$ cat config.mk
export PLATFORM = sky130hd
export DESIGN_NAME = obla_front_flat
export DESIGN_NICKNAME = d
export VERILOG_FILES = /design/src/design/obla_pkg.sv /design/src/design/obla_if.sv /design/src/design/obla_front.sv /design/src/flat_wrapper.sv
export SDC_FILE = /design/constraint.sdc
export NUM_CORES = 1
export LEC_CHECK = 0
export BUFFER_PORTS_ARGS = -buffer_cell sky130_fd_sc_hd__buf_2
export CORE_AREA = 2 2 105 107
export DETAILED_ROUTE_END_ITERATION = 10
export DIE_AREA = 0 0 107 109
export PLACE_DENSITY = 0.43
export SYNTH_ARGS = -nofsm -noshare
export SYNTH_HDL_FRONTEND = slang
export SYNTH_SLANG_ARGS = --single-unit
$ cat constraint.sdc
create_clock -name vclk -period 0.8
set_input_delay 0.04 -clock vclk [all_inputs]
set_output_delay 0.04 -clock vclk [all_outputs]
set_load 0.02 [all_outputs]
$ cat src/design/obla_pkg.sv
// Shared types and constants of the order book level aggregator.
package obla_pkg;

    typedef enum logic [1:0] {
        CMD_NEW    = 2'd0,
        CMD_CHANGE = 2'd1,
        CMD_DELETE = 2'd2,
        CMD_CLEAR  = 2'd3
    } t_cmd;

    localparam logic [1:0] SIDE_BID   = 2'd0;
    localparam logic [1:0] SIDE_OFFER = 2'd1;
    localparam logic [1:0] SIDE_TRADE = 2'd2;
    localparam logic [1:0] SIDE_ODD   = 2'd3;

    typedef enum logic [1:0] {
        NOTICE_NONE   = 2'd0,
        NOTICE_TRADE  = 2'd1,
        NOTICE_CANCEL = 2'd2
    } t_notice;

    typedef enum logic [2:0] {
        OP_NOP,
        OP_NEW,
        OP_CHANGE,
        OP_DELETE,
        OP_CLEAR
    } t_kind;

    localparam int QDEPTH = 4;
    localparam int QAW    = 2;
    localparam int QCW    = 3;

    localparam int          TOTAL_W   = 48;
    localparam logic [47:0] TOTAL_MAX = 48'hFFFF_FFFF_FFFF;

    typedef struct packed {
        t_kind       kind;
        logic [63:0] order_key;
        logic [1:0]  side;
        logic [31:0] price;
        logic [30:0] qty;
    } t_op;

    typedef struct packed {
        logic        top_changed;
        logic [31:0] best_bid_price;
        logic [31:0] best_ask_price;
        logic [31:0] spread_ticks;
        logic [1:0]  notice;
        logic [1:0]  notice_side;
        logic [31:0] notice_price;
        logic [30:0] notice_qty;
        logic        table_full;
    } t_res;

    typedef enum logic [3:0] {
        BS_IDLE,
        BS_E_SCAN,
        BS_E_DECIDE,
        BS_E_MOV1,
        BS_E_MOV2,
        BS_L_START,
        BS_L_SCAN,
        BS_L_APPLY,
        BS_L_MOV1,
        BS_L_MOV2,
        BS_B_SCAN,
        BS_DONE
    } t_bstate;

endpackage

$ cat src/design/obla_if.sv
// Event and result channel interfaces of the order book level aggregator.
interface obla_evt_if;
    logic        valid;
    logic        ready;
    logic [1:0]  cmd;
    logic [63:0] order_key;
    logic [1:0]  side;
    logic [31:0] price;
    logic [30:0] qty;

    modport source (output valid, cmd, order_key, side, price, qty, input ready);
    modport sink   (input valid, cmd, order_key, side, price, qty, output ready);
endinterface


$ cat src/design/obla_front.sv
// Front end: accepts events and classifies them into operations.
module obla_front #(
    parameter int PRICE_W = 32
) (
    obla_evt_if.sink      i_evt,
    output logic          o_op_valid,
    input  logic          i_op_ready,
    output obla_pkg::t_op o_op
);

    always_comb begin
        o_op_valid     = i_evt.valid;
        i_evt.ready    = i_op_ready;
        o_op.order_key = i_evt.order_key;
        o_op.qty       = i_evt.qty;
        // fold the odd side code onto trade
        o_op.side     = (i_evt.side == obla_pkg::SIDE_ODD) ? obla_pkg::SIDE_TRADE : i_evt.side;
        // keep only the price bits the book stores
        for (int b = 0; b < 32; b++) begin
            o_op.price[b] = (b < PRICE_W) ? i_evt.price[b] : 1'b0;
        end
        unique case (obla_pkg::t_cmd'(i_evt.cmd))
            obla_pkg::CMD_NEW: begin
                o_op.kind = (i_evt.qty == 31'd0) ? obla_pkg::OP_NOP : obla_pkg::OP_NEW;
            end
            obla_pkg::CMD_CHANGE: o_op.kind = obla_pkg::OP_CHANGE;
            obla_pkg::CMD_DELETE: o_op.kind = obla_pkg::OP_DELETE;
            default:              o_op.kind = obla_pkg::OP_CLEAR;
        endcase
    end

endmodule

$ cat src/flat_wrapper.sv
// flat-port wrapper written by rule: the top's interface ports become plain ports
module obla_front_flat 
#(
    parameter int PRICE_W = 32
)
  (o_op_valid, i_op_ready, o_op, i_evt_valid, i_evt_cmd, i_evt_order_key, i_evt_side, i_evt_price, i_evt_qty, i_evt_ready);
  obla_evt_if i_evt_i ();
  output logic o_op_valid;
  input  logic i_op_ready;
  output obla_pkg::t_op o_op;
  input wire logic [$bits(i_evt_i.valid)-1:0] i_evt_valid;
  input wire logic [$bits(i_evt_i.cmd)-1:0] i_evt_cmd;
  input wire logic [$bits(i_evt_i.order_key)-1:0] i_evt_order_key;
  input wire logic [$bits(i_evt_i.side)-1:0] i_evt_side;
  input wire logic [$bits(i_evt_i.price)-1:0] i_evt_price;
  input wire logic [$bits(i_evt_i.qty)-1:0] i_evt_qty;
  output wire logic [$bits(i_evt_i.ready)-1:0] i_evt_ready;
  assign i_evt_i.valid = i_evt_valid;
  assign i_evt_i.cmd = i_evt_cmd;
  assign i_evt_i.order_key = i_evt_order_key;
  assign i_evt_i.side = i_evt_side;
  assign i_evt_i.price = i_evt_price;
  assign i_evt_i.qty = i_evt_qty;
  assign i_evt_ready = i_evt_i.ready;
  obla_front #(.PRICE_W(PRICE_W)) u_core (.i_evt(i_evt_i), .o_op_valid(o_op_valid), .i_op_ready(i_op_ready), .o_op(o_op));
endmodule
# Word-level counts from Yosys, hierarchy flattened
# Index checks and enable logic that the tools add are counted.
# totals
register_bits,0
in_bits,133
output_inout_bits,134
# op_classes
eq_ne,3
muxes,3
reduce_logical,2
# op_table
op,n
31-bit logical NOT,1
3-bit one-hot mux with 3 select lines,1
"2-bit equality test, second input constant",2
"2-bit by 1-bit equality test with 1-bit output, second input constant",1
2-bit logical NOT,1
2-bit 2-to-1 mux,1
1-bit 2-to-1 mux,1

# Logic depth before layout (Yosys ltp)
# depth
depth_word,3
depth_mapped,4
depth_no_buf,4

# Worst setup path after synthesis
# No wires, ideal clock.
# synth_path
kind,in2out
startpoint,input port i_evt_qty[9]
endpoint,output port o_op[129] (netlist name)
arrival_time_ns,0.699
required_time_ns,0.760
path_slack_ns,0.061
cell_stages,4
path_cell_list,nor4_1 -> nand4_1 -> o21ai_1 -> mux2i_1
# synth_rtl
element,line_no,rtl
"start, declared",flat_wrapper.sv:16,input wire logic [$bits(i_evt_i.qty)-1:0] i_evt_qty;
"end, declared",flat_wrapper.sv:10,output obla_pkg::t_op o_op;

==> results.cfg <==
[outcome]
outcome = finished with violations
failed_checks = negative setup slack

[route]
firstDrtPassIters = 2
wl_um = 3330
drtAntennaViolNets = 0
vias = 660
wire_per_inst_um = 14.0
drt_iter0_drc = 5
viasPerCell = 2.77
drc_errors = 0

[final_layout]
final_cells = 238
drive_gt1_share_pct = 88.8
final_area_um2 = 838
diodes = 0
seq_area_um2 = 0
final_nets = 235
syn_to_final_growth_pct = -23.3
fin_util_pct = 7.91
nClkBuffers = 0
nFillCells = 1220
numSequentialCells = 0
multi_input_area_um2 = 171

[floorplanning]
die-area_mm2 = 0.0117
initial_core_util_pct = 10.3
die-width_um = 107
fp-row-count = 38
die_h_um = 109
ios = 267
core_mm2 = 0.0106

[critical_path]
path_delay_family = simple AND/OR/NAND/NOR gates
worstPathMaxFanout = 2
crit_buf_inv = 2
path_class = input port to output pin
crit_start = i_evt_qty[14]
worstPathArrival_ns = 0.96
crit_path_end_kind = output pin
required_ns = 0.76
crit_chain = buf_2 > nor4_2 > nand4_1 > o21ai_1 > mux2i_1 > buf_4
cpPeakStageDelay_ns = 0.29
slowest_stage = nor4_2
start_kind = input port

[sta]
finalCriticalPeriod_ns = 0.997
hold_viol = 0
worst_pin_slew_ns = 0.237
max_freq_mhz = 1000
rsz0062_at_grt = true
slew_headroom_pct = 84.1
setup_viol = 1
finalMaxSlewViolations = 0
whs_ns = 0.0800
finalCritPeriodShare_pct = 125
timing.final.ws_setup_ns = -0.197

[pwr]
p_per_area_mw_per_mm2 = 547
ir_drop_uv = 141
p_leak_uw = 0.000395

[synth]
ys_top_cells_by_area = buf_4 (89%), nor4_1 (3.4%), ha_1 (2.3%), nand4_1 (1.1%), nor4_2 (1.1%)
yosys_warnings = 0
synth.distinct_cells = 11
syn_area_mm2 = 0.00109
syn_avg_cell_area_um2 = 7.44
synth_cells = 147
yosysTopAreaCellShare_pct = 88.6
syn_nets = 282
ys_seq_area_share_pct = 0
synth_top_cell_by_area = buf_4

[placement]
place.gp.congestion = 0.467
dpl.hpwl_um = 2880
dp.cells = 236
port_buffers = 71
placement.cell_area_um2 = 712

[flow_run]
maxCapViolations = 0

[hold_path]
hold_start = i_evt_order_key[36]
hp-class = input port to output pin

[grt]
antenna_found_initial = 0
grt_pass1_wl_um = 3620
grt_usage_pct = 4.47
grt_pass1_vias = 593
overflow = 0
grt_max_degree = 4

[cts]
cts_hold_buffers = 0
[through the flow]
stage          setup TNS, ns  setup WS, ns  total power (µW)
4_1_cts               -0.194        -0.194               436
5_1_grt               -0.231        -0.231               486
3_5_place_dp          -0.306        -0.306               397
6_report              -0.197        -0.197               458
2_1_floorplan              0        0.0606               992
3_3_place_gp          -0.305        -0.305               397
[layer usage]
| metal | track usage (%) | wire, µm | vias to the layer above |
|---|---|---|---|
| li1 | - | - | 236 |
| met1 | 0.893 | 468 | 264 |
| met2 | 9.46 | 1740 | 122 |
| met3 | 3.65 | 732 | 38 |
| met4 | 5.75 | 386 | 0 |
| met5 | 0 | 0 | - |
[area by class of cell]
cell class	count	share of cell area [%]
Inverter	2	0.896
Timing Repair Buffer	81	57.8
Multi-Input combinational cell	15	20.4
Tap cell	140	20.9
[Yosys cell counts (all sizes together)]
cell and instances:
buf 129, ha 2, clkbuf 1, mux2i 1, inv 2, o21ai 1, nor4 7, nor2b 1
nand4 2, nor3 1
[cells in the final DEF (no fill, tap or decap), drive strengths merged]
cell type  synthesis  layout
buf              129      81
nor4               7       7
inv                2       2
nand4              2       2
ha                 2       2
nor3               1       1
o21ai              1       1
mux2i              1       1
nor2b              1       1
[power breakdown]
group          switching (µW)  total [µW]  leakage, µW  internal, µW
sequential                  0           0            0             0
combinational             255         458     0.000395           203
clock                       0           0            0             0
[cells by family (layout without fill, tap and decap cells)]
logic type	count (synthesis)	in the layout	share of synthesized area, %
multiplexers	1	1	0.915
buffers and inverters	132	83	89.6
adder cells (fa/ha/maj)	2	2	2.29
AND/OR/NAND/NOR	11	11	6.75
AO/OA/AOI/OAI	1	1	0.457
[worst paths after layout]
path                     to  slack, ns  cells after the start
setup / recovery  o_op[129]      -0.20                      6
hold / removal    o_op[101]       0.08                      0
[what timing repair did]
item / in CTS / in global routing
pin swaps: 5 / 5
setup endpoints to repair: 1 / 1
gates resized for setup: 13 / 8
buffers inserted: 0 / 2
Note: power is estimated with default switching activity, not from simulation.
