<file path="config.mk">
export PLATFORM = sky130hd
export DESIGN_NAME = obla_fifo
export DESIGN_NICKNAME = d
export VERILOG_FILES = /design/src/design/obla_pkg.sv /design/src/design/obla_fifo.sv
export SDC_FILE = /design/constraint.sdc
export NUM_CORES = 1
export LEC_CHECK = 0
export CORE_MARGIN = 1
export CORE_UTILIZATION = 40
export CTS_BUF_LIST = sky130_fd_sc_hd__clkbuf_8
export DETAILED_ROUTE_END_ITERATION = 7
export DONT_BUFFER_PORTS = 1
export PLACE_DENSITY = 0.52
export SLEW_MARGIN = 25
export SYNTH_ARGS = -nofsm -noshare
export SYNTH_HDL_FRONTEND = slang
export SYNTH_SLANG_ARGS = --single-unit
</file>
<file path="constraint.sdc">
create_clock -name i_clk -period 11.8 [get_ports i_clk]
set_input_delay 2.36 -clock i_clk [delete_from_list [all_inputs] [get_ports i_clk]]
set_output_delay 2.36 -clock i_clk [all_outputs]
set_load 0.02 [all_outputs]
</file>
<file path="src/design/obla_pkg.sv">
// Shared types and constants of the order book level aggregator.
package obla_pkg;

    typedef enum logic [1:0] {
        CMD_NEW    = 2'd0,
        CMD_CHANGE = 2'd1,
        CMD_DELETE = 2'd2,
        CMD_CLEAR  = 2'd3
    } t_cmd;

    localparam logic [1:0] SIDE_BID   = 2'd0;
    localparam logic [1:0] SIDE_OFFER = 2'd1;
    localparam logic [1:0] SIDE_TRADE = 2'd2;
    localparam logic [1:0] SIDE_ODD   = 2'd3;

    typedef enum logic [1:0] {
        NOTICE_NONE   = 2'd0,
        NOTICE_TRADE  = 2'd1,
        NOTICE_CANCEL = 2'd2
    } t_notice;

    typedef enum logic [2:0] {
        OP_NOP,
        OP_NEW,
        OP_CHANGE,
        OP_DELETE,
        OP_CLEAR
    } t_kind;

    localparam int QDEPTH = 4;
    localparam int QAW    = 2;
    localparam int QCW    = 3;

    localparam int          TOTAL_W   = 48;
    localparam logic [47:0] TOTAL_MAX = 48'hFFFF_FFFF_FFFF;

    typedef struct packed {
        t_kind       kind;
        logic [63:0] order_key;
        logic [1:0]  side;
        logic [31:0] price;
        logic [30:0] qty;
    } t_op;

    typedef struct packed {
        logic        top_changed;
        logic [31:0] best_bid_price;
        logic [31:0] best_ask_price;
        logic [31:0] spread_ticks;
        logic [1:0]  notice;
        logic [1:0]  notice_side;
        logic [31:0] notice_price;
        logic [30:0] notice_qty;
        logic        table_full;
    } t_res;

    typedef enum logic [3:0] {
        BS_IDLE,
        BS_E_SCAN,
        BS_E_DECIDE,
        BS_E_MOV1,
        BS_E_MOV2,
        BS_L_START,
        BS_L_SCAN,
        BS_L_APPLY,
        BS_L_MOV1,
        BS_L_MOV2,
        BS_B_SCAN,
        BS_DONE
    } t_bstate;

endpackage

</file>
<file path="src/design/obla_fifo.sv">
// Short operation queue between the front end and the execution engine.
module obla_fifo (
    input  logic          i_clk,
    input  logic          i_rst_n,
    input  logic          i_wr_valid,
    output logic          o_wr_ready,
    input  obla_pkg::t_op i_wr_data,
    output logic          o_rd_valid,
    input  logic          i_rd_ready,
    output obla_pkg::t_op o_rd_data
);

    obla_pkg::t_op                 r_mem [obla_pkg::QDEPTH];
    logic [obla_pkg::QAW-1:0]      r_wp;
    logic [obla_pkg::QAW-1:0]      r_rp;
    logic [obla_pkg::QCW-1:0]      r_cnt;
    logic                          push;
    logic                          pop;

    assign o_wr_ready = (r_cnt != obla_pkg::QCW'(obla_pkg::QDEPTH));
    assign o_rd_valid = (r_cnt != '0);
    assign o_rd_data  = r_mem[r_rp];
    assign push       = i_wr_valid && o_wr_ready;
    assign pop        = o_rd_valid && i_rd_ready;

    always_ff @(posedge i_clk) begin
        if (push) begin
            r_mem[r_wp] <= i_wr_data;
        end
    end

    always_ff @(posedge i_clk) begin
        if (!i_rst_n) begin
            r_wp  <= '0;
            r_rp  <= '0;
            r_cnt <= '0;
        end else begin
            if (push) begin
                r_wp <= r_wp + obla_pkg::QAW'(1);
            end
            if (pop) begin
                r_rp <= r_rp + obla_pkg::QAW'(1);
            end
            r_cnt <= r_cnt + obla_pkg::QCW'(push) - obla_pkg::QCW'(pop);
        end
    end

endmodule

</file>
# Word-level counts from Yosys, hierarchy flattened
# Memory sizes are Yosys's and may differ from the RTL's. A register that Yosys moved wholly into a read port is not among the register bits.
# Cells that the tools add are included.
# op_classes
add_sub_neg,4
n_reduce_logical,3
n_eq_ne,1
mux,4
# ops
cell,count
adder 2 x 1 -> 2 bit (second input constant),2
two-way mux 2 bit,2
adder 3 x 1 -> 3 bit,1
inequality test 3 bit (second input constant),1
nonzero test 3 bit,1
subtractor 3 x 1 -> 3 bit,1
logical AND 1 bit,2
two-way mux 1 bit,2
# word_totals
output_inout_bits,134
n_memories,1
mem_bits_rw,528
in_bits,136
wordCells,16
ff_bits,7
# memory_table
memory,words,width,read_ports,rd_clocked_by_memory_dff,write_ports,line,rtl
r_mem,4,132,1,1,1,obla_fifo.sv:13,obla_pkg::t_op r_mem [obla_pkg::QDEPTH];

# Logic depth before layout (Yosys ltp)
# depth
depth_word,4
depth_mapped,11

# Least setup slack after synthesis
# No wires, ideal clock.
# synth_timing
path_type,in2reg
start,in i_wr_valid
end,mem r_mem[0][0] (netlist name) (enable)
cell_stages,2
arrival_ns,5.823
setup_time_ns,0.507
required_time_ns,11.293
path_slack_ns,5.470
cell_sequence,a21boi_1 and2_1
# synth_via
elab_chain_cells,3
# synth_rtl
item,line,rtl
"start, declared",obla_fifo.sv:5,"input logic i_wr_valid,"
logical AND 1 bit,obla_fifo.sv:23,assign push = i_wr_valid && o_wr_ready;
two-way mux 1 bit,obla_fifo.sv:27,if (push) begin
two-way mux 1 bit (not written as such),obla_fifo.sv:28,r_mem[r_wp] <= i_wr_data;
"end, declared",obla_fifo.sv:13,
# No other way between the ends.

==> out/results.ini <==
[status]
status=finished clean

[sta]
relSlewSlack_pct=37.5
tightest_slew_ns=0.938
fin_worst_skew_ns=0.0208
hold_viol=0
layout_setup_ws_ns=6.17
max_freq_mhz=178
min_period_over_period_pct=47.7
timing.hold.ws_ns=0.509
period_minus_slack_ns=5.63
finalSetupViolCount=0
setup_tns_ns=0
rsz0062_at_grt=false
drv_slew=0

[synthesis]
syn_area_mm2=0.0195
synthSimpleGateAreaFrac_pct=0.468
ys_types=19
synth_top_family_by_area=multiplexers
yosysWarnings=0
syn-instance-count=738
synth_nets=881
ys_seq_area_share_pct=82.2
synth_compound_area_share_pct=0.128
synth-xor-area-share_pct=0.180
synthAdderAreaFrac_pct=0.488
synth_mux_area_share_pct=15.3
avgSynthCellArea_um2=26.4
ys_ff_latch=537

[floorplan]
core_mm2=0.0479
fp.dieW_um=223
start_util_pct=40.7
die_area_mm2=0.0496
fp-row-count=80
die_h_um=223
io_pins=270

[cells_and_area]
syn2layout_area_growth_pct=11.5
fillCellCount=3923
nets=951
regArea_mm2=0.0160
multi_input_area_mm2=0.00325
n_antenna_cell=0
instances_no_fill=1486
drive_above_1_share_pct=29.4

[power]
ir_worst_vdd_mv=0.121
combPwrFrac_pct=20.2
p_leak_nw=6.72
seq_power_share_pct=49.6
p_clk_share_pct=30.2
powerDensity_mw_per_mm2=223
p_int_w=0.00343
switching_share_pct=29.2
p_switching_w=0.00142

[cts]
cts_resized=0
cts_sinks=537
cts_setup_buffers=0
cts_tree=done
clockBufferDepth=3
htreeDepth=3
holdBufCountCts=0
ctsRootBufferMaster=clkbuf_8
clk_latency_ns=0.64
clk_pin_slew_ns=0.06
cts_made_buffers=87

[global_routing]
grt_pass1_wl_um=56900
grtUsageTotal_pct=15.9
grt_max_degree=53
grt_pass1_vias=8651
antenna_found_initial=0
grt-ovfl-total=0

[worst_setup_path]
worst_ep_required_time_ns=9.44
setup.worst_path.end_class=primary output
crit_type=reg -> out
regToRegStartpoint=r_cnt[1]
crit_arrival_ns=3.27
cp_max_fo=46
critPathLaunchType=flop

[detailed_routing]
routedWlPerCell_um=26.1
routed_wl_um=38700
firstDrtPassIters=4
drtIter0Drc=457
num_vias=7898
drt-vias-per-instance=5.31
ant_nets=0
drc=0

[place]
port_buffers=0
routabilityCongestion=0.725
dp_hpwl_um=23400
place_ws_ns=6.23
place_inst=1334

[worst_hold_path]
hold_path.class=reg -> reg
min_from=r_wp[0]

[job]
maxCapViolCount=0

==> state kept, by name (all words and copies together) (netlist names), named ones only <==
| signal | flops |
|---|---|
| r_mem | 528 |
| r_cnt | 3 |
| r_rp | 2 |
| r_wp | 2 |
==> kinds of logic (layout without fill, tap and decap cells) <==
kind of cell,after synthesis,count (layout)
buf+inv,36,169
compound gates,3,3
simple gates,17,17
flops,537,537
xor+xnor,4,4
mux,134,134
fa+ha+maj,7,7
==> final timing paths <==
kind | endpoint | slack (ns) | depth (start not counted)
hold reg to reg | r_wp[0] | 0.51 | 2
hold / removal | r_wp[0] | 0.51 | 2
setup reg to reg | r_mem[1][43] | 8.09 | 5
setup / recovery | o_rd_data[112] | 6.17 | 2
==> stage by stage <==
stage                     cell area (µm²)  util, %  total power, W
final                               21800     45.4         0.00485
after detailed placement            20200     42.1         0.00346
after CTS                           21800     45.4         0.00494
after floorplan                     19500        -         0.00327
after global routing                21800     45.4         0.00506
after global placement              20200     42.1         0.00344
==> final cells by class <==
| cell class | count | share of cell area (%) |
|---|---|---|
| Tap cell | 615 | 3.54 |
| Clock inverter | 62 | 1.57 |
| Timing Repair Buffer | 12 | 0.414 |
| Inverter | 5 | 0.0863 |
| Multi-Input combinational cell | 165 | 14.9 |
| Sequential cell | 537 | 73.8 |
| Clock buffer | 90 | 5.69 |
==> power groups by stage <==
| stage | registers (W) | clock network (W) | logic [W] |
|---|---|---|---|
| global route | 0.00243 | 0.00159 | 0.00104 |
| finish | 0.00241 | 0.00147 | 0.000982 |
| floorplan | 0.00240 | 0 | 0.000866 |
| global placement | 0.00244 | 0 | 0.00100 |
| CTS | 0.00241 | 0.00152 | 0.00101 |
| detailed placement | 0.00245 | 0 | 0.00101 |
==> layout by cell type (no fill, tap or decap), types with 5 or more instances in the layout <==
cell	count
ha_1	6
buf_4	12
mux4_2	132
inv_1	35
clkinv_2	8
edfxtp_1	528
dfxtp_1	7
clkbuf_8	90
clkinv_1	16
nand2_1	5
==> per-layer routing <==
metal	vias up	track usage [%]	part of all wire, %
met4	0	6.32	2.1
met2	268	24.8	48
li1	3329	-	-
met3	60	7.74	10
met5	-	0	0
met1	4241	18.9	39
==> cell usage after synthesis <==
library cell	n	share of area (%)
edfxtp_1	528	81
mux4_2	132	15
buf_2	15	0.38
buf_6	10	0.58
dfxtp_1	9	0.92
and2_1	7	0.22
clkbuf_1	6	0.12
ha_1	6	0.38
inv_1	5	0.096
nand2_1	5	0.096
xnor2_1	4	0.18
nor2b_1	3	0.096
mux2i_1	2	0.10
a21boi_1	1	0.039
fa_1	1	0.10
nor2_1	1	0.019
o311ai_0	1	0.045
o31a_1	1	0.045
or3_1	1	0.032
==> worst max-delay path, cell delays in order, from the launching register on <==
cell and delay [ns]:
dfxtp_4 0.95, buf_4 0.86, mux4_2 0.72
No activity file was read; power rests on OpenSTA's default activity.
